==> src/design/nmc_pkg.sv <==
// Shared types and constants of the nibble multichannel 1-D convolution block.
// No dependencies; imported by every design module except nmc_checker.
`timescale 1ns / 1ps

package nmc_pkg;

  localparam int TAPS        = 8;
  localparam int NIB_W       = 4;
  localparam int WORD_W      = TAPS * NIB_W;
  localparam int SUM_W       = 15;
  localparam int POS_W       = 15;
  localparam int PART_W      = 11;
  localparam int WCNT_W      = 12;
  localparam int CHCFG_W     = 5;
  localparam int WCFG_W      = 13;
  localparam int MAX_WORDS   = 4096;
  localparam int DEF_MAX_CH  = 16;
  localparam int QUEUE_DEPTH = 2;
  localparam int IDX_W       = 4;

  typedef enum logic [1:0] {
    REG_COEFF    = 2'd0,
    REG_CHANNELS = 2'd1,
    REG_WORDS    = 2'd2
  } nmc_reg_t;

  // one classified request handed from front to back
  typedef struct packed {
    logic [WORD_W-1:0] prev;
    logic [WORD_W-1:0] cur;
    logic              last_ch;
    logic              last_wd;
    logic              has_prev;
    logic [WCNT_W-1:0] wc;
  } nmc_entry_t;

endpackage

==> src/design/nmc_front.sv <==
// Front end: accepts requests, tracks channel and word position, holds previous words.
// Depends on nmc_pkg.
`timescale 1ns / 1ps

module nmc_front import nmc_pkg::*; #(
  parameter int MAX_CHANNELS = DEF_MAX_CH
) (
  input  logic               clk,
  input  logic               rst_n,
  input  logic [CHCFG_W-1:0] chan_count,
  input  logic [WCFG_W-1:0]  word_count,
  input  logic               in_tvalid,
  output logic               in_tready,
  input  logic [WORD_W-1:0]  in_tdata,
  input  logic               q_full,
  output logic               q_push,
  output nmc_entry_t         q_entry
);

  localparam int CW = (MAX_CHANNELS > 1) ? $clog2(MAX_CHANNELS) : 1;

  logic [CW-1:0]     ch_r, ch_nxt, ch_eff, nch_m1;
  logic [WCNT_W-1:0] wc_r, wc_nxt, nwd_m1;
  logic [6:0]        cc7, m1_7;
  logic [WORD_W-1:0] prev_mem [MAX_CHANNELS];
  logic              acc, last_ch, last_wd;

  assign in_tready = !q_full;
  assign acc       = in_tvalid && in_tready;
  assign q_push    = acc;

  always_comb begin
    cc7 = {2'b00, chan_count};
    if (chan_count == '0) begin
      m1_7 = '0;
    end else if (cc7 > 7'(MAX_CHANNELS)) begin
      m1_7 = 7'(MAX_CHANNELS - 1);
    end else begin
      m1_7 = cc7 - 7'd1;
    end
    nch_m1 = CW'(m1_7);

    if (word_count == '0) begin
      nwd_m1 = '0;
    end else if (word_count > WCFG_W'(MAX_WORDS)) begin
      nwd_m1 = WCNT_W'(MAX_WORDS - 1);
    end else begin
      nwd_m1 = WCNT_W'(word_count - WCFG_W'(1));
    end

    ch_eff  = (ch_r > nch_m1) ? nch_m1 : ch_r;
    last_ch = (ch_eff >= nch_m1);
    last_wd = (wc_r >= nwd_m1);

    ch_nxt = ch_r;
    wc_nxt = wc_r;
    if (acc) begin
      if (last_ch) begin
        ch_nxt = '0;
        wc_nxt = last_wd ? '0 : wc_r + WCNT_W'(1);
      end else begin
        ch_nxt = ch_eff + CW'(1);
      end
    end
  end

  always_comb begin
    q_entry.prev     = prev_mem[ch_eff];
    q_entry.cur      = in_tdata;
    q_entry.last_ch  = last_ch;
    q_entry.last_wd  = last_wd;
    q_entry.has_prev = (wc_r != '0);
    q_entry.wc       = wc_r;
  end

  always_ff @(posedge clk) begin
    if (!rst_n) begin
      ch_r <= '0;
      wc_r <= '0;
    end else begin
      ch_r <= ch_nxt;
      wc_r <= wc_nxt;
    end
  end

  always_ff @(posedge clk) begin
    if (acc) begin
      prev_mem[ch_eff] <= in_tdata;
    end
  end

endmodule

==> src/design/nmc_queue.sv <==
// Short FIFO of classified requests between front and back.
// Depends on nmc_pkg.
`timescale 1ns / 1ps

module nmc_queue import nmc_pkg::*; (
  input  logic       clk,
  input  logic       rst_n,
  input  logic       push,
  input  nmc_entry_t push_data,
  output logic       full,
  input  logic       pop,
  output logic       valid,
  output nmc_entry_t head
);

  localparam int PW = (QUEUE_DEPTH > 1) ? $clog2(QUEUE_DEPTH) : 1;
  localparam int NW = $clog2(QUEUE_DEPTH + 1);

  nmc_entry_t    mem_r [QUEUE_DEPTH];
  logic [PW-1:0] wp_r, rp_r;
  logic [NW-1:0] cnt_r;

  assign full  = (cnt_r == NW'(QUEUE_DEPTH));
  assign valid = (cnt_r != '0);
  assign head  = mem_r[rp_r];

  always_ff @(posedge clk) begin
    if (!rst_n) begin
      wp_r  <= '0;
      rp_r  <= '0;
      cnt_r <= '0;
    end else begin
      if (push) begin
        wp_r <= (wp_r == PW'(QUEUE_DEPTH - 1)) ? '0 : wp_r + PW'(1);
      end
      if (pop) begin
        rp_r <= (rp_r == PW'(QUEUE_DEPTH - 1)) ? '0 : rp_r + PW'(1);
      end
      if (push && !pop) begin
        cnt_r <= cnt_r + NW'(1);
      end else if (pop && !push) begin
        cnt_r <= cnt_r - NW'(1);
      end
    end
  end

  always_ff @(posedge clk) begin
    if (push) begin
      mem_r[wp_r] <= push_data;
    end
  end

endmodule

==> src/design/nmc_back.sv <==
// Back end: window accumulation over channels, result bank and output register.
// Depends on nmc_pkg.
`timescale 1ns / 1ps

module nmc_back import nmc_pkg::*; (
  input  logic              clk,
  input  logic              rst_n,
  input  logic [WORD_W-1:0] coeff,
  input  logic              q_valid,
  input  nmc_entry_t        q_head,
  output logic              q_pop,
  output logic              out_tvalid,
  input  logic              out_tready,
  output logic [31:0]       out_tdata,
  output logic              out_tlast
);

  localparam int NWIN = TAPS + 1;

  logic [SUM_W-1:0]  acc_r  [NWIN];
  logic [SUM_W-1:0]  bank_r [NWIN];
  logic [SUM_W-1:0]  sum    [NWIN];
  logic [PART_W-1:0] part   [NWIN];
  logic [2*WORD_W-1:0] smp;
  logic              busy_r, ov_r, olast_r;
  logic [IDX_W-1:0]  idx_r, end_r;
  logic [WCNT_W-1:0] bwc_r;
  logic [SUM_W-1:0]  osum_r;
  logic [POS_W-1:0]  opos_r;
  logic              ld, bank_done, bank_free, need, bank_load;

  // samples of previous word in the low half, current word above
  assign smp = {q_head.cur, q_head.prev};

  always_comb begin
    for (int a = 0; a < NWIN; a++) begin
      part[a] = '0;
      for (int k = 0; k < TAPS; k++) begin
        part[a] = part[a] + PART_W'(smp[NIB_W*(a+k) +: NIB_W] * coeff[NIB_W*k +: NIB_W]);
      end
      sum[a] = acc_r[a] + SUM_W'(part[a]);
    end
  end

  assign ld        = busy_r && (!ov_r || out_tready);
  assign bank_done = ld && (idx_r == end_r);
  assign bank_free = !busy_r || bank_done;
  assign need      = q_head.has_prev || q_head.last_wd;
  assign q_pop     = q_valid && (!(q_head.last_ch && need) || bank_free);
  assign bank_load = q_pop && q_head.last_ch && need;

  always_ff @(posedge clk) begin
    if (!rst_n) begin
      for (int a = 0; a < NWIN; a++) begin
        acc_r[a] <= '0;
      end
      busy_r <= 1'b0;
      ov_r   <= 1'b0;
    end else begin
      if (q_pop) begin
        for (int a = 0; a < NWIN; a++) begin
          acc_r[a] <= q_head.last_ch ? '0 : sum[a];
        end
      end
      if (bank_load) begin
        busy_r <= 1'b1;
      end else if (bank_done) begin
        busy_r <= 1'b0;
      end
      if (ld) begin
        ov_r <= 1'b1;
      end else if (out_tready) begin
        ov_r <= 1'b0;
      end
    end
  end

  always_ff @(posedge clk) begin
    if (ld) begin
      osum_r  <= bank_r[idx_r];
      opos_r  <= {bwc_r, 3'b000} + POS_W'(idx_r) - POS_W'(TAPS);
      olast_r <= (idx_r == IDX_W'(TAPS));
    end
    if (bank_load) begin
      for (int a = 0; a < NWIN; a++) begin
        bank_r[a] <= sum[a];
      end
      idx_r <= q_head.has_prev ? '0 : IDX_W'(TAPS);
      end_r <= q_head.last_wd ? IDX_W'(TAPS) : IDX_W'(TAPS - 1);
      bwc_r <= q_head.wc;
    end else if (ld) begin
      idx_r <= idx_r + IDX_W'(1);
    end
  end

  assign out_tvalid = ov_r;
  assign out_tdata  = {2'b00, opos_r, osum_r};
  assign out_tlast  = olast_r;

endmodule

==> src/design/nibble_multichannel_conv1d_top.sv <==
// Top level of the nibble multichannel 8-tap 1-D convolution: config registers, front, queue, back.
// Depends on nmc_pkg, nmc_front, nmc_queue, nmc_back.
//
//  port group | dir | payload                                  | accepted when
//  in_*       | in  | tdata[31:0] data_word                    | in_tvalid & in_tready
//  out_*      | out | tdata[14:0] sum, [29:15] pos; tlast last | out_tvalid & out_tready
//  cfg_*      | in  | cfg_index register, cfg_data value       | cfg_valid & cfg_ready
//
// One request accepted per cycle while the front queue has room.
// The last channel of a word releases 8 windows (9 on the final word, 1 for a one-word run, none for the
// first word of a longer run), sent one per cycle from the result bank while the output is not stalled.
// With the back end idle, the closing request is registered in the queue, then the bank, then the output.
// Reset is synchronous; it clears counters, accumulators, queue and output valid.
// Output stalls hold the result bank; the front keeps taking requests until the queue fills.
`timescale 1ns / 1ps

module nibble_multichannel_conv1d_top import nmc_pkg::*; #(
  parameter int MAX_CHANNELS = DEF_MAX_CH
) (
  input  logic        clk,
  input  logic        rst_n,
  input  logic        in_tvalid,
  output logic        in_tready,
  input  logic [31:0] in_tdata,   // [31:0] data_word
  output logic        out_tvalid,
  input  logic        out_tready,
  output logic [31:0] out_tdata,  // [14:0] window_sum, [29:15] window_pos, [31:30] zero
  output logic        out_tlast,
  input  logic        cfg_valid,
  output logic        cfg_ready,
  input  logic [1:0]  cfg_index,
  input  logic [31:0] cfg_data
);

  logic [WORD_W-1:0]  coeff_r;
  logic [CHCFG_W-1:0] chan_r;
  logic [WCFG_W-1:0]  words_r;
  logic               q_full, q_push, q_valid, q_pop;
  nmc_entry_t         q_in, q_head;

  assign cfg_ready = 1'b1;

  always_ff @(posedge clk) begin
    if (!rst_n) begin
      coeff_r <= '0;
      chan_r  <= CHCFG_W'(1);
      words_r <= WCFG_W'(1);
    end else if (cfg_valid) begin
      case (cfg_index)
        REG_COEFF:    coeff_r <= cfg_data;
        REG_CHANNELS: chan_r  <= cfg_data[CHCFG_W-1:0];
        REG_WORDS:    words_r <= cfg_data[WCFG_W-1:0];
        default: ;
      endcase
    end
  end

  nmc_front #(.MAX_CHANNELS(MAX_CHANNELS)) u_front (
    .clk        (clk),
    .rst_n      (rst_n),
    .chan_count (chan_r),
    .word_count (words_r),
    .in_tvalid  (in_tvalid),
    .in_tready  (in_tready),
    .in_tdata   (in_tdata),
    .q_full     (q_full),
    .q_push     (q_push),
    .q_entry    (q_in)
  );

  nmc_queue u_queue (
    .clk       (clk),
    .rst_n     (rst_n),
    .push      (q_push),
    .push_data (q_in),
    .full      (q_full),
    .pop       (q_pop),
    .valid     (q_valid),
    .head      (q_head)
  );

  nmc_back u_back (
    .clk        (clk),
    .rst_n      (rst_n),
    .coeff      (coeff_r),
    .q_valid    (q_valid),
    .q_head     (q_head),
    .q_pop      (q_pop),
    .out_tvalid (out_tvalid),
    .out_tready (out_tready),
    .out_tdata  (out_tdata),
    .out_tlast  (out_tlast)
  );

endmodule

==> config.mk <==
export PLATFORM = sky130hd
export DESIGN_NAME = nibble_multichannel_conv1d_top
export DESIGN_NICKNAME = d
export VERILOG_FILES = /design/src/design/nmc_pkg.sv /design/src/design/nmc_front.sv /design/src/design/nmc_queue.sv /design/src/design/nmc_back.sv /design/src/design/nibble_multichannel_conv1d_top.sv
export SDC_FILE = /design/constraint.sdc
export NUM_CORES = 2
export LEC_CHECK = 0
export ABC_AREA = 1
export BUFFER_PORTS_ARGS = -buffer_cell sky130_fd_sc_hd__buf_2
export CORE_MARGIN = 2
export CORE_UTILIZATION = 50
export CTS_CLUSTER_DIAMETER = 80
export DETAILED_ROUTE_END_ITERATION = 8
export PLACE_DENSITY = 0.78
export SLEW_MARGIN = 40
export SYNTH_ARGS = -nofsm -noshare
export SYNTH_HDL_FRONTEND = slang
export SYNTH_SLANG_ARGS = --single-unit
==> constraint.sdc <==
create_clock -name clk -period 8.11 [get_ports clk]
set_clock_uncertainty 0.05 [all_clocks]
set_input_delay 1.2165 -clock clk [delete_from_list [all_inputs] [get_ports clk]]
set_output_delay 1.2165 -clock clk [all_outputs]
set_load 0.05 [all_outputs]
Yosys cells after proc, flatten, opt, wreduce, memory -nomap -nowiden. Memories as Yosys holds them, arrays and structs flattened. A register that Yosys moved wholly into a read port is not among the register bits. Cells that the tools add are included. W data, S select, Z words.

Register bits: 108. Latch bits: 0. Bits in writable memories: 940. ROM bits: 0. Bits of input ports: 71. Output and inout port bits: 36. Memories kept: 4.

Memories: u_front.prev_mem (depth 16, width 32, read ports 1, clocked after Yosys merged registers in 0, wr ports 1, line nmc_front.sv:25) `logic [WORD_W-1:0] prev_mem [MAX_CHANNELS];`; u_queue.mem_r (depth 2, width 79, read ports 1, clocked after Yosys merged registers in 1, wr ports 1, line nmc_queue.sv:19) `nmc_entry_t mem_r [QUEUE_DEPTH];`; u_back.acc_r (depth 9, width 15, read ports 9, clocked after Yosys merged registers in 0, wr ports 9, line nmc_back.sv:20) `logic [SUM_W-1:0] acc_r [NWIN];`; u_back.bank_r (depth 9, width 15, read ports 1, clocked after Yosys merged registers in 1, wr ports 9, line nmc_back.sv:21) `logic [SUM_W-1:0] bank_r [NWIN];`.

Add/sub/neg operators: 83. Multipliers: 72. Divide/modulo/power cells: 0. Order comparisons: 5. Equal/unequal tests: 5. Shift-type cells: 0. Multiplexer cells: 47. Bitwise operators: 9. Reductions and logical operators: 32.

Operators with widths (number): $add A11 B8 Y11 (54); $mul A4 B4 Y8 (72); $mux W15 (18); $add A15 B11 Y15 (9); $add A8 B8 Y9 (9); $mux W12 (3); $mux W4 (8); $mux W1 (16); $add A15 B4 Y15 (1); $sub A15 B4 Y15 const B (1); $gt A13 B13 Y1 const B (1); $logic_not A13 Y1 (1); $add A12 B1 Y12 const B (1); $ge A12 B12 Y1 (1); $reduce_bool A12 Y1 (1); $sub A12 B1 Y12 const B (1); $reduce_bool A2 Y1 (5); $logic_and A1 B1 Y1 (9); $or A1 B1 Y1 (9); $add A4 B1 Y4 const B (2); $reduce_and A2 Y1 (4); $logic_not A1 Y1 (6); $gt A5 B5 Y1 const B (1); $logic_not A5 Y1 (1); 13 further kinds (19).

Longest topological paths before layout.
Word-level depth: 11. Gate-level depth with buffers: 46. Depth with buffers taken out: 42.

By module. From an unflattened synthesis, not the netlist that was laid out.

Cell total of the unflattened synthesis: 10429. Area, all modules: 93178.1 µm².

Modules (own cells, without submodules): nmc_back (times used 1, cells each 7267, area an instance 60011.3 µm²); nmc_front (times used 1, cells each 2556, area an instance 25040.3 µm²); nmc_queue (times used 1, cells each 281, area an instance 5963.2 µm²); nibble_multichannel_conv1d_top (times used 1, cells each 325, area an instance 2163.3 µm²).

Least setup slack after synthesis. OpenSTA, ideal clock, no wires.

Path type: register to register. Start point: reg (tool-made name). End point: mem u_back.acc_r[5][12] (netlist: u_back.acc_r[0][87]) (data pin). Setup time: 0.256 ns. Arrival: 8.468 ns. Required time: 7.804 ns. Slack: -0.664 ns. Stages on the path, launching flop included: 42. Path buffers: 3. Clock period less this slack: 8.774 ns. Cell sequence: dfxtp_1 -> buf_4 -> inv_2 -> clkbuf_1 -> clkbuf_1 -> or2_2 -> o21ai_2 -> inv_1 -> nand2_1 -> fa_1 -> fa_1 -> inv_1 -> fa_1 -> inv_1 -> fa_1 -> inv_1 -> ha_1 -> a21oi_1 -> [6 not listed] -> fa_1 -> inv_1 -> ha_1 -> nand2_1 -> o21ai_0 -> nand2_1 -> a21oi_1 -> nor2_1 -> xor2_1 -> inv_1 -> ha_1 -> nand2_1 -> inv_1 -> a21oi_1 -> nand3_1 -> a21boi_0 -> xnor2_1 -> nor2b_1.

RTL lines (line): end: declaration (nmc_back.sv:20).

==> summary.txt <==
Outcome
  – Status: complete, but fails checks
  – Failing checks: negative setup slack

Floorplan
  – Core area: 180,500 um^2
  – I/O Pins: 107
  – Die footprint: 185,000 um^2
  – Row cnt: 156
  – Initial Utilization: 50.27%
  – Die W: 430.1 um
  – Die Height: 430.1 um

Placement
  – Dpl hpwl: 205,200 um
  – DP Cell Count: 12,550
  – IO Port Bufs: 103
  – Placement Setup Slack: -0.9248 ns
  – Placed cell areas: 99,080 um^2
  – GP Congestion: 1.088

Global route
  – Met3 Usage GRT: 7.382%
  – Antenna violations before repair: 16
  – Gr busiest metal: met2
  – Met2 Track Usage GR: 47.82%
  – First-pass GRT wire length: 418,700 um
  – Number of global-route vias before repair: 71,790
  – Global route overflow: 0
  – M1 GR Usage: 36.44%
  – Overall routing resource usage: 29.97%
  – Largest net degree at the start of global routing: 185

CTS
  – Clock Latency Late Sink: 0.79 ns
  – Clock transition at the registers of the reported paths: 0.07 ns
  – Clk buf depth: 3
  – Num Clock Sinks: 1,062
  – CTS Buf Count: 108
  – Clk Tree Root Cell: clkbuf_16
  – H-tree levels: 3
  – Cts hold-fix bufs: 0
  – TritonCTS clock tree: yes

Yosys
  – Largest area contributor in the netlist: edfxtp_1
  – Register area share after synthesis: 34.33%
  – Post-Syn Instances: 9,783
  – Number of synthesized flops with an enable pin: 989
  – Syn_area_per_cell: 9.278 um^2
  – Most used DFF post-synth: edfxtp_1
  – Largest cells by area after synthesis: edfxtp_1 33%, fa_1 21%, ha_1 11%
  – Synth Area in Simple Gates: 15.59%
  – Synth top area share: 32.72%
  – Largest family of logic cells by synthesized area: adder cells
  – Adder-cell area share of the yosys netlist: 32.48%
  – Count leader, synth: inv_1
  – Mux share of post-synthesis cell area: 0.1213%
  – Yosys Warn Count: 0
  – Synth Area in XOR/XNOR: 2.190%
  – Netlist cell types: 48
  – Synth Cell Area: 90,760 um^2
  – Asr flop ratio synth: 0%
  – Number of synthesized register bits: 1,062
  – Commonest cells post-synth: 2,320 x inv_1, 1,376 x nand2_1, 1,130 x nor2_1
  – Synth Area in Compound Gates: 3.841%

Worst setup path
  – Buf/Inv on CP: 10
  – Worst path most repeated cell: fa_1
  – CP Class: flip-flop to flip-flop
  – Crit Path Max Fanout: 13
  – Slowest stage delay, CP: 0.60 ns
  – Cell at the slowest stage of the critical path: fa_2
  – CP endpoint kind: flip-flop
  – CP top delay family: adder cells
  – Critical path required time: 8.56 ns
  – WP data arrival: 9.26 ns
  – CP Launch Type: flip-flop

Finish
  – Non-Filler Instances: 12,770
  – Nets: 12,160
  – Layout cells sized above 1: 14.26%
  – Layout Area Growth over Synthesis: 15.06%
  – Fin area: 104,400 um^2
  – Fillers: 14,770

STA
  – Final setup vio count: 180
  – Fin. Hold Viols: 0
  – RSZ-0062 raised after global routing: true
  – Slew @ Worst Pin: 0.9043 ns
  – Worst relative slew slack: 39.71%
  – F_max: 113.5 MHz
  – Minimum clock period: 8.813 ns
  – Final period util: 108.7%
  – Worst setup margin: -0.7034 ns
  – Max Slew Vio Count: 0

Job
  – Max_cap viols: 0

Worst hold path
  – HP Class: flip-flop to flip-flop

Drt
  – Post-Route WL: 277,400 um
  – Remaining DRCs: 0
  – Total number of vias: 69,370
  – Iteration-0 DRC Markers: 6,928
  – Post-route ant nets: 0
  – Router iterations before antenna repair: 6
  – DR vias/cell: 5.431
  – Drt wl/cell: 21.72 um
[through the flow]
step                setup TNS (ns)  hold slack [ns]  util (%)
finish                      -72.11           0.4529     57.84
global route               -135.01           0.4684     57.84
CTS                         -70.15           0.4540     57.19
detailed placement          -94.41           0.4417     54.88
global placement            -67.86           0.4230     54.85
floorplan                 -0.09255           0.3706         -
[cell type report]
class | instances | area [um^2] | share of cell area [%]
Timing Repair Buffer | 767 | 5856 | 5.607
Inverter | 2368 | 8936 | 8.557
Sequential cell | 1062 | 31170 | 29.84
Tap cell | 2370 | 2965 | 2.840
Clock buffer | 130 | 2828 | 2.708
Multi-Input combinational cell | 5999 | 51800 | 49.60
Antenna cell | 5 | 12.51 | 0.01198
Clock inverter | 73 | 867.1 | 0.8303
[metal layers]
| layer | share of wire [%] | up-vias |
|---|---|---|
| li1 | - | 31130 |
| met1 | 37 | 33480 |
| met2 | 46 | 3593 |
| met3 | 9.9 | 1149 |
| met4 | 7.8 | 24 |
| met5 | 0.079 | - |
[flip-flops by register name, summed over array words and instances, names as in the netlist, named ones only]
name,flops
u_queue.cnt_r,2
u_back.bwc_r,12
u_front.ch_r,4
u_queue.mem_r,158
coeff_r,32
u_back.busy_r,1
u_front.wc_r,12
words_r,13
u_queue.rp_r,1
u_back.idx_r,4
u_back.out_tlast,1
u_back.out_tvalid,1
u_back.opos_r,15
chan_r,5
u_back.acc_r,135
u_back.bank_r,135
u_back.end_r,2
u_back.osum_r,15
u_queue.wp_r,1
u_front.prev_mem,512
[worst min-delay path: stages, from the launching register on]
cell and delay [ns]:
dfxtp_1 0.32, inv_1 0.07, a21oi_1 0.06
[worst paths after layout]
check / slack (ns) / endpoint / depth (start not counted) / from
worst max register to register: -0.70 / u_back.acc_r[0][86] / 39 / flip-flop
worst min register to register: 0.45 / words_r[1] / 2 / words_r[1]
worst max-delay path: -0.70 / u_back.acc_r[0][86] / 39 / flip-flop
worst min-delay path: 0.45 / words_r[1] / 2 / words_r[1]
[cells in the final DEF, fill, tap and decap left out, types with 24 or more instances in the layout]
master	netlist	final
ha_1	814	750
a21oi_1	288	238
buf_2	88	103
nor2_1	1130	1092
o21ai_0	197	153
buf_4	12	624
clkinv_1	29	33
xor2_2	0	24
inv_1	2320	2282
fa_1	964	943
edfxtp_1	989	989
o22ai_1	30	30
or2_2	96	83
nand3_1	528	506
nand2_2	2	38
xnor2_1	90	69
dfxtp_1	73	70
o21bai_1	35	32
nor2_4	0	27
nand3b_1	128	128
ha_4	0	62
a21oi_2	0	45
nand4_1	26	26
xor2_1	137	110
o21ai_1	19	33
inv_2	19	55
clkbuf_16	0	110
nand2_1	1376	1321
[kinds of logic (layout without fill, tap and decap cells)]
logic type,count (synthesis),after routing
fa+ha+maj,1778,1778
buf+inv,2723,3338
xor+xnor,227,227
other cells,2,8
mux,11,11
simple gates,3344,3344
flops,1062,1062
compound gates,636,636
[timing repair]
action                     4_1_cts  5_1_grt
pin swaps                       50      115
gates resized for setup        101      228
setup endpoints to repair      181      191
buffers inserted                 4       10
Power is not shown: default switching activity piles up to over one toggle a cycle in this logic, so the estimate is an artifact.
